--- src/rtl/euclidean_distance_unit_core_defines.svh ---
// ----------------------------------------------------------------------------
// Assertion macros for the Euclidean distance unit
// Same-cycle/next-cycle implication checks, compiled out with ASSERT_OFF.
// ----------------------------------------------------------------------------
`ifndef EUCLIDEAN_DISTANCE_UNIT_CORE_DEFINES_SVH
`define EUCLIDEAN_DISTANCE_UNIT_CORE_DEFINES_SVH

`ifndef ASSERT_OFF
// same-cycle implication
`define EDU_ASSERT_IMP(lbl, aclk, arst_n, ante, cons, msg) \
  lbl: assert property (@(posedge aclk) disable iff (!arst_n) (ante) |-> (cons)) \
    else $error(msg);
// next-cycle implication
`define EDU_ASSERT_NXT(lbl, aclk, arst_n, ante, cons, msg) \
  lbl: assert property (@(posedge aclk) disable iff (!arst_n) (ante) |=> (cons)) \
    else $error(msg);
`else
`define EDU_ASSERT_IMP(lbl, aclk, arst_n, ante, cons, msg)
`define EDU_ASSERT_NXT(lbl, aclk, arst_n, ante, cons, msg)
`endif

`endif

--- src/rtl/edu_pkg.sv ---
`timescale 1ns / 1ps
// ----------------------------------------------------------------------------
// edu_pkg
// Widths, constants and controller/datapath handshake types.
// ----------------------------------------------------------------------------
package edu_pkg;

  localparam int ELEM_W  = 16;              // Q8.8 element
  localparam int DIFF_W  = ELEM_W + 1;      // exact difference
  localparam int PROD_W  = 2 * DIFF_W;      // signed product width
  localparam int SQ_W    = 32;              // |diff|^2 < 2^32
  localparam int SUM_W   = 42;              // Q26.16 accumulator
  localparam int DIST_W  = SUM_W / 2;       // root bits
  localparam int REM_W   = DIST_W + 1;      // remainder <= 2*root
  localparam int CNT_W   = 5;
  localparam int ROOT_STEPS = DIST_W;

  localparam logic [SUM_W-1:0] SUM_MAX = {SUM_W{1'b1}};
  localparam logic [CNT_W-1:0] ROOT_LAST = CNT_W'(ROOT_STEPS - 1);

  typedef struct packed {
    logic root_step;   // one digit of the square root
    logic res_load;    // load result register, clear vector state
  } edu_cmd_t;

  typedef struct packed {
    logic pipe_busy;   // squares still on their way to the accumulator
    logic out_free;    // result register can take a new result
  } edu_sts_t;

endpackage

--- src/rtl/edu_datapath.sv ---
`timescale 1ns / 1ps
`include "euclidean_distance_unit_core_defines.svh"
// ----------------------------------------------------------------------------
// edu_datapath
// Difference/square pipeline, saturating accumulator, digit-serial square
// root and result register.
// ----------------------------------------------------------------------------
module edu_datapath import edu_pkg::*; (
  input  logic              clk,
  input  logic              rst_n,
  input  logic              in_acc,
  input  logic [ELEM_W-1:0] element_a,
  input  logic [ELEM_W-1:0] element_b,
  input  logic              a_present,
  input  logic              b_present,
  input  edu_cmd_t          cmd,
  output edu_sts_t          sts,
  input  logic              out_ready,
  output logic              out_valid,
  output logic [DIST_W-1:0] distance,
  output logic              length_mismatch,
  output logic              sum_saturated
);

  logic                     s1_vld_r, s1_vld_nxt;
  logic signed [DIFF_W-1:0] s1_diff_r, s1_diff_nxt;
  logic                     s2_vld_r, s2_vld_nxt;
  logic [SQ_W-1:0]          s2_sq_r, s2_sq_nxt;
  logic [SUM_W-1:0]         sum_r, sum_nxt;
  logic                     mism_r, mism_nxt;
  logic                     ovf_r, ovf_nxt;
  logic [REM_W-1:0]         rem_r, rem_nxt;
  logic [DIST_W-1:0]        part_r, part_nxt;
  logic                     out_vld_r, out_vld_nxt;
  logic [DIST_W-1:0]        out_dist_r, out_dist_nxt;
  logic                     out_mism_r, out_mism_nxt;
  logic                     out_sat_r, out_sat_nxt;

  logic signed [PROD_W-1:0] prod;
  logic [SUM_W:0]           acc_sum;
  logic [REM_W+1:0]         rem_sh;
  logic [REM_W+1:0]         trial;
  logic                     take;

  assign prod    = s1_diff_r * s1_diff_r;
  assign acc_sum = {1'b0, sum_r} + {{(SUM_W + 1 - SQ_W){1'b0}}, s2_sq_r};
  // next remainder digit pair comes from the top of the shifting sum
  assign rem_sh  = {rem_r, sum_r[SUM_W-1 -: 2]};
  assign trial   = {1'b0, part_r, 2'b01};
  assign take    = (rem_sh >= trial);

  always_comb begin
    s1_vld_nxt   = in_acc && a_present && b_present;
    s1_diff_nxt  = $signed({element_a[ELEM_W-1], element_a})
                 - $signed({element_b[ELEM_W-1], element_b});
    s2_vld_nxt   = s1_vld_r;
    s2_sq_nxt    = prod[SQ_W-1:0];
    sum_nxt      = sum_r;
    mism_nxt     = mism_r;
    ovf_nxt      = ovf_r;
    rem_nxt      = rem_r;
    part_nxt     = part_r;
    out_vld_nxt  = out_vld_r && !out_ready;
    out_dist_nxt = out_dist_r;
    out_mism_nxt = out_mism_r;
    out_sat_nxt  = out_sat_r;

    if (in_acc && (a_present != b_present)) begin
      mism_nxt = 1'b1;
    end
    if (s2_vld_r) begin
      if (acc_sum[SUM_W]) begin
        sum_nxt = SUM_MAX;
        ovf_nxt = 1'b1;
      end else begin
        sum_nxt = acc_sum[SUM_W-1:0];
      end
    end
    if (cmd.root_step) begin
      sum_nxt  = {sum_r[SUM_W-3:0], 2'b00};
      rem_nxt  = take ? REM_W'(rem_sh - trial) : rem_sh[REM_W-1:0];
      part_nxt = {part_r[DIST_W-2:0], take};
    end
    if (cmd.res_load) begin
      out_vld_nxt  = 1'b1;
      out_dist_nxt = mism_r ? '0 : part_r;
      out_mism_nxt = mism_r;
      out_sat_nxt  = ovf_r;
      sum_nxt      = '0;
      mism_nxt     = 1'b0;
      ovf_nxt      = 1'b0;
      rem_nxt      = '0;
      part_nxt     = '0;
    end
  end

  always_ff @(posedge clk) begin
    if (!rst_n) begin
      s1_vld_r  <= 1'b0;
      s2_vld_r  <= 1'b0;
      sum_r     <= '0;
      mism_r    <= 1'b0;
      ovf_r     <= 1'b0;
      rem_r     <= '0;
      part_r    <= '0;
      out_vld_r <= 1'b0;
    end else begin
      s1_vld_r  <= s1_vld_nxt;
      s2_vld_r  <= s2_vld_nxt;
      sum_r     <= sum_nxt;
      mism_r    <= mism_nxt;
      ovf_r     <= ovf_nxt;
      rem_r     <= rem_nxt;
      part_r    <= part_nxt;
      out_vld_r <= out_vld_nxt;
    end
  end

  always_ff @(posedge clk) begin
    s1_diff_r  <= s1_diff_nxt;
    s2_sq_r    <= s2_sq_nxt;
    out_dist_r <= out_dist_nxt;
    out_mism_r <= out_mism_nxt;
    out_sat_r  <= out_sat_nxt;
  end

  assign sts.pipe_busy  = s1_vld_r || s2_vld_r;
  assign sts.out_free   = !out_vld_r || out_ready;
  assign out_valid       = out_vld_r;
  assign distance        = out_dist_r;
  assign length_mismatch = out_mism_r;
  assign sum_saturated   = out_sat_r;

  `EDU_ASSERT_IMP(a_root_no_pending, clk, rst_n, cmd.root_step,
    !s1_vld_r && !s2_vld_r, "root step while squares still in flight")
  `EDU_ASSERT_NXT(a_load_clears, clk, rst_n, cmd.res_load,
    out_vld_r && rem_r == '0 && part_r == '0 && !mism_r && !ovf_r,
    "result load did not clear vector state")
  `EDU_ASSERT_IMP(a_mism_zero, clk, rst_n, out_vld_r && out_mism_r,
    out_dist_r == '0, "mismatch result with non-zero distance")

endmodule

--- src/rtl/edu_ctrl.sv ---
`timescale 1ns / 1ps
`include "euclidean_distance_unit_core_defines.svh"
// ----------------------------------------------------------------------------
// edu_ctrl
// Sequencer: accumulate, drain the square pipeline, run the root, hand over.
// ----------------------------------------------------------------------------
module edu_ctrl import edu_pkg::*; (
  input  logic     clk,
  input  logic     rst_n,
  input  logic     in_acc,
  input  logic     in_last,
  input  edu_sts_t sts,
  output edu_cmd_t cmd,
  output logic     in_ready
);

  typedef enum logic [1:0] {
    ST_ACCUM,
    ST_FLUSH,
    ST_ROOT,
    ST_DONE
  } state_t;

  state_t           state_r, state_nxt;
  logic [CNT_W-1:0] cnt_r, cnt_nxt;

  always_comb begin
    state_nxt     = state_r;
    cnt_nxt       = cnt_r;
    cmd.root_step = 1'b0;
    cmd.res_load  = 1'b0;
    case (state_r)
      ST_ACCUM: begin
        if (in_acc && in_last) begin
          state_nxt = ST_FLUSH;
        end
      end
      ST_FLUSH: begin
        if (!sts.pipe_busy) begin
          state_nxt = ST_ROOT;
          cnt_nxt   = '0;
        end
      end
      ST_ROOT: begin
        cmd.root_step = 1'b1;
        cnt_nxt       = cnt_r + 1'b1;
        if (cnt_r == ROOT_LAST) begin
          state_nxt = ST_DONE;
        end
      end
      ST_DONE: begin
        if (sts.out_free) begin
          cmd.res_load = 1'b1;
          state_nxt    = ST_ACCUM;
        end
      end
      default: begin
        state_nxt = ST_ACCUM;
      end
    endcase
  end

  always_ff @(posedge clk) begin
    if (!rst_n) begin
      state_r <= ST_ACCUM;
      cnt_r   <= '0;
    end else begin
      state_r <= state_nxt;
      cnt_r   <= cnt_nxt;
    end
  end

  assign in_ready = (state_r == ST_ACCUM);

  `EDU_ASSERT_IMP(a_load_has_room, clk, rst_n, cmd.res_load, sts.out_free,
    "result loaded over an untaken result")
  `EDU_ASSERT_NXT(a_root_ends, clk, rst_n, state_r == ST_ROOT && cnt_r == ROOT_LAST,
    state_r == ST_DONE && !cmd.root_step, "root ran past its last digit")
  `EDU_ASSERT_NXT(a_last_stops_input, clk, rst_n, in_acc && in_last,
    state_r == ST_FLUSH && !in_ready, "input still open after last transfer")

endmodule

--- src/rtl/euclidean_distance_unit_core.sv ---
`timescale 1ns / 1ps
// ----------------------------------------------------------------------------
// euclidean_distance_unit_core
// Streaming Euclidean distance of two Q8.8 vectors, result in unsigned Q13.8.
// ----------------------------------------------------------------------------
//
//  channel | direction | transfer carries
//  --------+-----------+-----------------------------------------------------
//  in_     | slave     | one element pair, presence flags, end of vector
//  out_    | master    | distance, length mismatch, accumulator saturated
//
//  Non-last transfers are taken one per cycle, back to back.
//  After the last transfer of a vector in_tready drops while the block
//  drains the difference/square pipeline, runs the digit-serial root (one
//  result bit per cycle) and loads the result.
//  The result sits in its own register, so the next vector streams in while
//  it waits; input stalls beyond the drain and root only if that result is not yet taken.
//  rst_n is synchronous, active low, and empties the block.
//
module euclidean_distance_unit_core import edu_pkg::*; (
  input  logic        clk,
  input  logic        rst_n,
  // input element stream
  input  logic        in_tvalid,
  output logic        in_tready,
  input  logic [31:0] in_tdata,   // [15:0] element_a, [31:16] element_b
  input  logic [1:0]  in_tuser,   // [0] a_present, [1] b_present
  input  logic        in_tlast,   // last pair of the vectors
  // result stream
  output logic        out_tvalid,
  input  logic        out_tready,
  output logic [23:0] out_tdata,  // [20:0] distance, [23:21] zero
  output logic [1:0]  out_tuser   // [0] length_mismatch, [1] sum_saturated
);

  edu_cmd_t          cmd;
  edu_sts_t          sts;
  logic              in_acc;
  logic [DIST_W-1:0] distance;
  logic              length_mismatch;
  logic              sum_saturated;

  // an input transfer completes on valid and ready together
  assign in_acc = in_tvalid && in_tready;

  edu_ctrl u_ctrl (
    .clk      (clk),
    .rst_n    (rst_n),
    .in_acc   (in_acc),
    .in_last  (in_tlast),
    .sts      (sts),
    .cmd      (cmd),
    .in_ready (in_tready)
  );

  edu_datapath u_datapath (
    .clk             (clk),
    .rst_n           (rst_n),
    .in_acc          (in_acc),
    .element_a       (in_tdata[ELEM_W-1:0]),
    .element_b       (in_tdata[2*ELEM_W-1:ELEM_W]),
    .a_present       (in_tuser[0]),
    .b_present       (in_tuser[1]),
    .cmd             (cmd),
    .sts             (sts),
    .out_ready       (out_tready),
    .out_valid       (out_tvalid),
    .distance        (distance),
    .length_mismatch (length_mismatch),
    .sum_saturated   (sum_saturated)
  );

  // pad distance to whole bytes
  assign out_tdata = {{(24 - DIST_W){1'b0}}, distance};
  assign out_tuser = {sum_saturated, length_mismatch};

endmodule
--- config.mk ---
export PLATFORM = sky130hd
export DESIGN_NAME = euclidean_distance_unit_core
export DESIGN_NICKNAME = d
export VERILOG_FILES = /design/src/rtl/edu_pkg.sv /design/src/rtl/edu_datapath.sv /design/src/rtl/edu_ctrl.sv /design/src/rtl/euclidean_distance_unit_core.sv
export VERILOG_INCLUDE_DIRS = /design/src /design/src/rtl
export SDC_FILE = /design/constraint.sdc
export NUM_CORES = 1
export LEC_CHECK = 0
export BUFFER_PORTS_ARGS = -buffer_cell sky130_fd_sc_hd__clkbuf_2
export CAP_MARGIN = 20
export CORE_MARGIN = 2
export CORE_UTILIZATION = 65
export CTS_CLUSTER_DIAMETER = 80
export DETAILED_ROUTE_END_ITERATION = 12
export HOLD_SLACK_MARGIN = 0.08
export PLACE_DENSITY_LB_ADDON = 0.3
export RECOVER_POWER = 100
export SYNTH_ARGS = -nofsm -noshare
export SYNTH_HDL_FRONTEND = slang
export SYNTH_SLANG_ARGS = --single-unit
--- constraint.sdc ---
create_clock -name clk -period 7.85 [get_ports clk]
set_input_delay 1.1775 -clock clk [delete_from_list [all_inputs] [get_ports clk]]
set_output_delay 1.1775 -clock clk [all_outputs]
set_load 0.05 [all_outputs]
==> summary.json <==
{
  "final_layout": {
    "antenna-diode-count": 0,
    "area_growth_pct": 5.549,
    "drive_gt1_frac": 0.04835,
    "nNetsFinal": 2595,
    "layout_commonest_cell": "inv_1",
    "layout_common_cells": "419 x inv_1, 257 x fa_1, 161 x ha_1, 150 x nand2_1, 145 x dfxtp_1"
  },
  "setup_path": {
    "crit_chain": "nand2_1 > fa_1 > inv_1 > fa_1 > inv_1 > fa_1 > inv_1 > fa_1 > fa_1 > inv_1 > fa_1 > inv_1 > ha_1 > nand4_1 > a2111oi_0 > o311ai_0 > a311oi_1 > o21a_1 > o21ai_1 > o311ai_1 > xor2_1",
    "worstReg2RegEnd": "u_datapath.s2_sq_r[30]",
    "reg2reg_from": "u_datapath.s1_diff_r[7]",
    "cp.arrival_ps": 7670,
    "largest_stage_delay_on_the_critical_path_ps": 870,
    "crit_fanout": 18,
    "r2r_cells": 21,
    "regToRegSetupSlack_ps": 540,
    "crit_path_frequent_cell": "fa_1",
    "critPathSlowestCell": "dfxtp_1",
    "nature_of_the_critical_path_startpoint": "register",
    "worst_setup_path_end_kind": "register",
    "worst-setup-path-type": "reg -> reg",
    "cp.required_ps": 8220
  },
  "status": {
    "status": "finished with violations",
    "violations": "max-capacitance violations, max-slew violations"
  },
  "synthesis": {
    "seq_area_frac_synth": 0.1882,
    "postSynth.asyncResetShare": 0,
    "postSynth.topFlopCell": "dfxtp_1",
    "ys.warnings.count": 0,
    "synth_edf_count": 23,
    "synthesis.instances": 2117,
    "syn_area_per_cell_um2": 9.021,
    "area_of_the_mapped_netlist_mm2": 0.01910,
    "synth_cell_types": 92,
    "ys_seq_elements": 168
  },
  "timing": {
    "hold_viol_final": 0,
    "layout_worst_path_cycle_share": 0.9308,
    "worst_slew_pin_slew_ps": 4246,
    "rsz0062_at_grt": "false",
    "totalNegativeSetupSlack_ps": 0,
    "max_freq_mhz": 136.9,
    "worst_slew_margin_rel": -1.831,
    "drv_slew": 193,
    "fin_crit_ps": 7306,
    "clock_skew_ps": 14.09,
    "finalSetupViolations": 0
  },
  "detailed_routing": {
    "routedWlPerCell_um": 16.15,
    "dr_total_vias": 14510,
    "detailedRoute.firstIterationViolations": 820,
    "post-route-drc-count": 0,
    "drtPass1Iterations": 5,
    "drt-total-wl_um": 40940,
    "antenna_left": 0,
    "via_per_inst": 5.724
  },
  "floorplanning": {
    "chipWidth_um": 175.4,
    "floorplan.die.height_um": 175.4,
    "floorplan.core_area_mm2": 0.02878,
    "start_util": 0.6636,
    "die_area_mm2": 0.03077,
    "top_level_ports": 67,
    "std_cell_rows": 62
  },
  "grt": {
    "globalRouteTotalUtil": 0.2754,
    "grt_pass1_vias": 15130,
    "grt_max_degree": 100,
    "busiest_layer": "met2",
    "gr-usage-met3": 0.03290,
    "antenna_violations_before_repair": 0,
    "grt_ovf": 0,
    "grt_use_met2": 0.4925,
    "use_met1": 0.3442,
    "grt_first_pass_wirelength_um": 69480
  },
  "cts": {
    "cts_inserted_buffers": 17,
    "cts_resized": 0,
    "clock_sink_total": 168,
    "clkLatencyLatePin_ps": 450,
    "post-cts-setup-buffer-count": 0,
    "cts_root_buf": "clkbuf_16",
    "htreeDepth": 4,
    "cts_tree": "built",
    "cts.path.max_buffers": 2,
    "cts_hold_repair.buffers": 0,
    "path_clk_slew_ps": 80
  },
  "worst_hold_path": {
    "worstHoldPathType": "reg -> reg",
    "hp-start": "u_datapath.ovf_r",
    "min_to": "u_datapath.sum_saturated",
    "hold-path-cell-count": 0
  },
  "place": {
    "port_buffers": 63,
    "post-dp-hpwl_um": 31740,
    "routability_congestion_estimate_from_global_placement": 0.9332
  },
  "flow_run": {
    "maxCapViolCount": 3
  }
}
==> worst max-delay path: cells and delay by family (launching register included) <==
kind	cells	cell delay (ps)
compound gates	6	2140
xor+xnor	1	180
fa+ha+maj	7	3320
buf+inv	5	290
flops	1	870
simple gates	2	430
==> flip-flops by register name, indices dropped and copies added (netlist names) <==
name	flops
u_datapath.part_r	21
u_datapath.s2_vld_r	1
u_datapath.sum_r	42
u_datapath.ovf_r	1
u_ctrl.state_r	2
u_datapath.s2_sq_r	31
u_datapath.mism_r	1
u_datapath.length_mismatch	1
u_datapath.distance	21
u_datapath.rem_r	22
u_datapath.s1_vld_r	1
u_ctrl.cnt_r	5
u_datapath.sum_saturated	1
u_datapath.s1_diff_r	17
u_datapath.out_valid	1
==> how the worst max path moves through the flow <==
stage                     slack [ps]                startpoint  cells after the start                      to
after floorplan                 1430  u_datapath.s1_diff_r[16]                     21  u_datapath.s2_sq_r[31]
after global placement          1110  u_datapath.s1_diff_r[16]                     19  u_datapath.s2_sq_r[31]
after detailed placement         920  u_datapath.s1_diff_r[16]                     20  u_datapath.s2_sq_r[31]
after CTS                        840  u_datapath.s1_diff_r[16]                     20  u_datapath.s2_sq_r[31]
after global routing             230   u_datapath.s1_diff_r[0]                     21  u_datapath.s2_sq_r[30]
final                            540   u_datapath.s1_diff_r[7]                     21  u_datapath.s2_sq_r[30]
==> layout make-up <==
class,count,area (um2)
clock buffers,17,425.4
clock inverters,15,202.7
well taps,384,480.5
fillers,2214,8623
inverters,419,1573
repair buffers,69,307.8
multi-input cells,1463,13570
flip-flops and latches,168,3593
==> synth_stat cells (6+ instances only) <==
cell type    n  area share
fa_1       257        0.27
clkbuf_1    49      0.0096
a21boi_0     6      0.0024
a211o_1     21      0.0096
o221ai_1    11      0.0050
nor3_1      24      0.0063
xor2_1      42       0.019
xnor2_1     61       0.028
a21o_1      32       0.013
buf_4        6      0.0024
dfxtp_1    145        0.15
nand4_1     13      0.0043
nor4_1       6      0.0020
ha_1       161        0.11
a211oi_1    16      0.0063
nand3_1     33      0.0086
or2_2        7      0.0023
mux2i_1     34       0.018
a31oi_1     13      0.0043
inv_1      419       0.082
nand2_1    150       0.029
o31ai_1     10      0.0039
nor2b_1     22      0.0072
a21oi_1    111       0.029
and3_1      11      0.0036
and2_1      72       0.024
edfxtp_1    23       0.036
o211ai_1    11      0.0043
nor2_1     144       0.028
or3_1        9      0.0029
nand2b_1    14      0.0046
o21ai_0     55       0.014
o21a_1      19      0.0075
==> kinds of logic (layout without fill, tap and decap cells) <==
family | count (synthesis) | in the layout | share of synthesized area
simple gates | 527 | 527 | 0.1325
other cells | 1 | 3 | 0.0001964
fa+ha+maj | 418 | 418 | 0.3749
flops | 168 | 168 | 0.1882
xor+xnor | 103 | 103 | 0.04724
compound gates | 377 | 377 | 0.1375
mux | 35 | 35 | 0.01841
buf+inv | 488 | 520 | 0.1010
==> metrics by stage <==
step	hold WS [ps]	cell area [um2]	setup WS (ps)	instances	util
floorplan	409.0	19100	1426	2119	-
global placement	422.2	19590	1109	2502	0.6808
detailed placement	429.6	19590	918.7	2502	0.6808
CTS	449.8	20220	840.6	2534	0.7026
global route	462.5	20160	230.8	2535	0.7004
finish	442.7	20160	543.5	2535	0.7004
==> routing by layer <==
layer | up-vias | part of all wire
met5 | - | 0
met4 | 0 | 0.025
met3 | 91 | 0.051
met2 | 453 | 0.50
met1 | 7068 | 0.42
li1 | 6899 | -
Power is not shown: default switching activity piles up to over one toggle a cycle in this logic, so the estimate is an artifact.
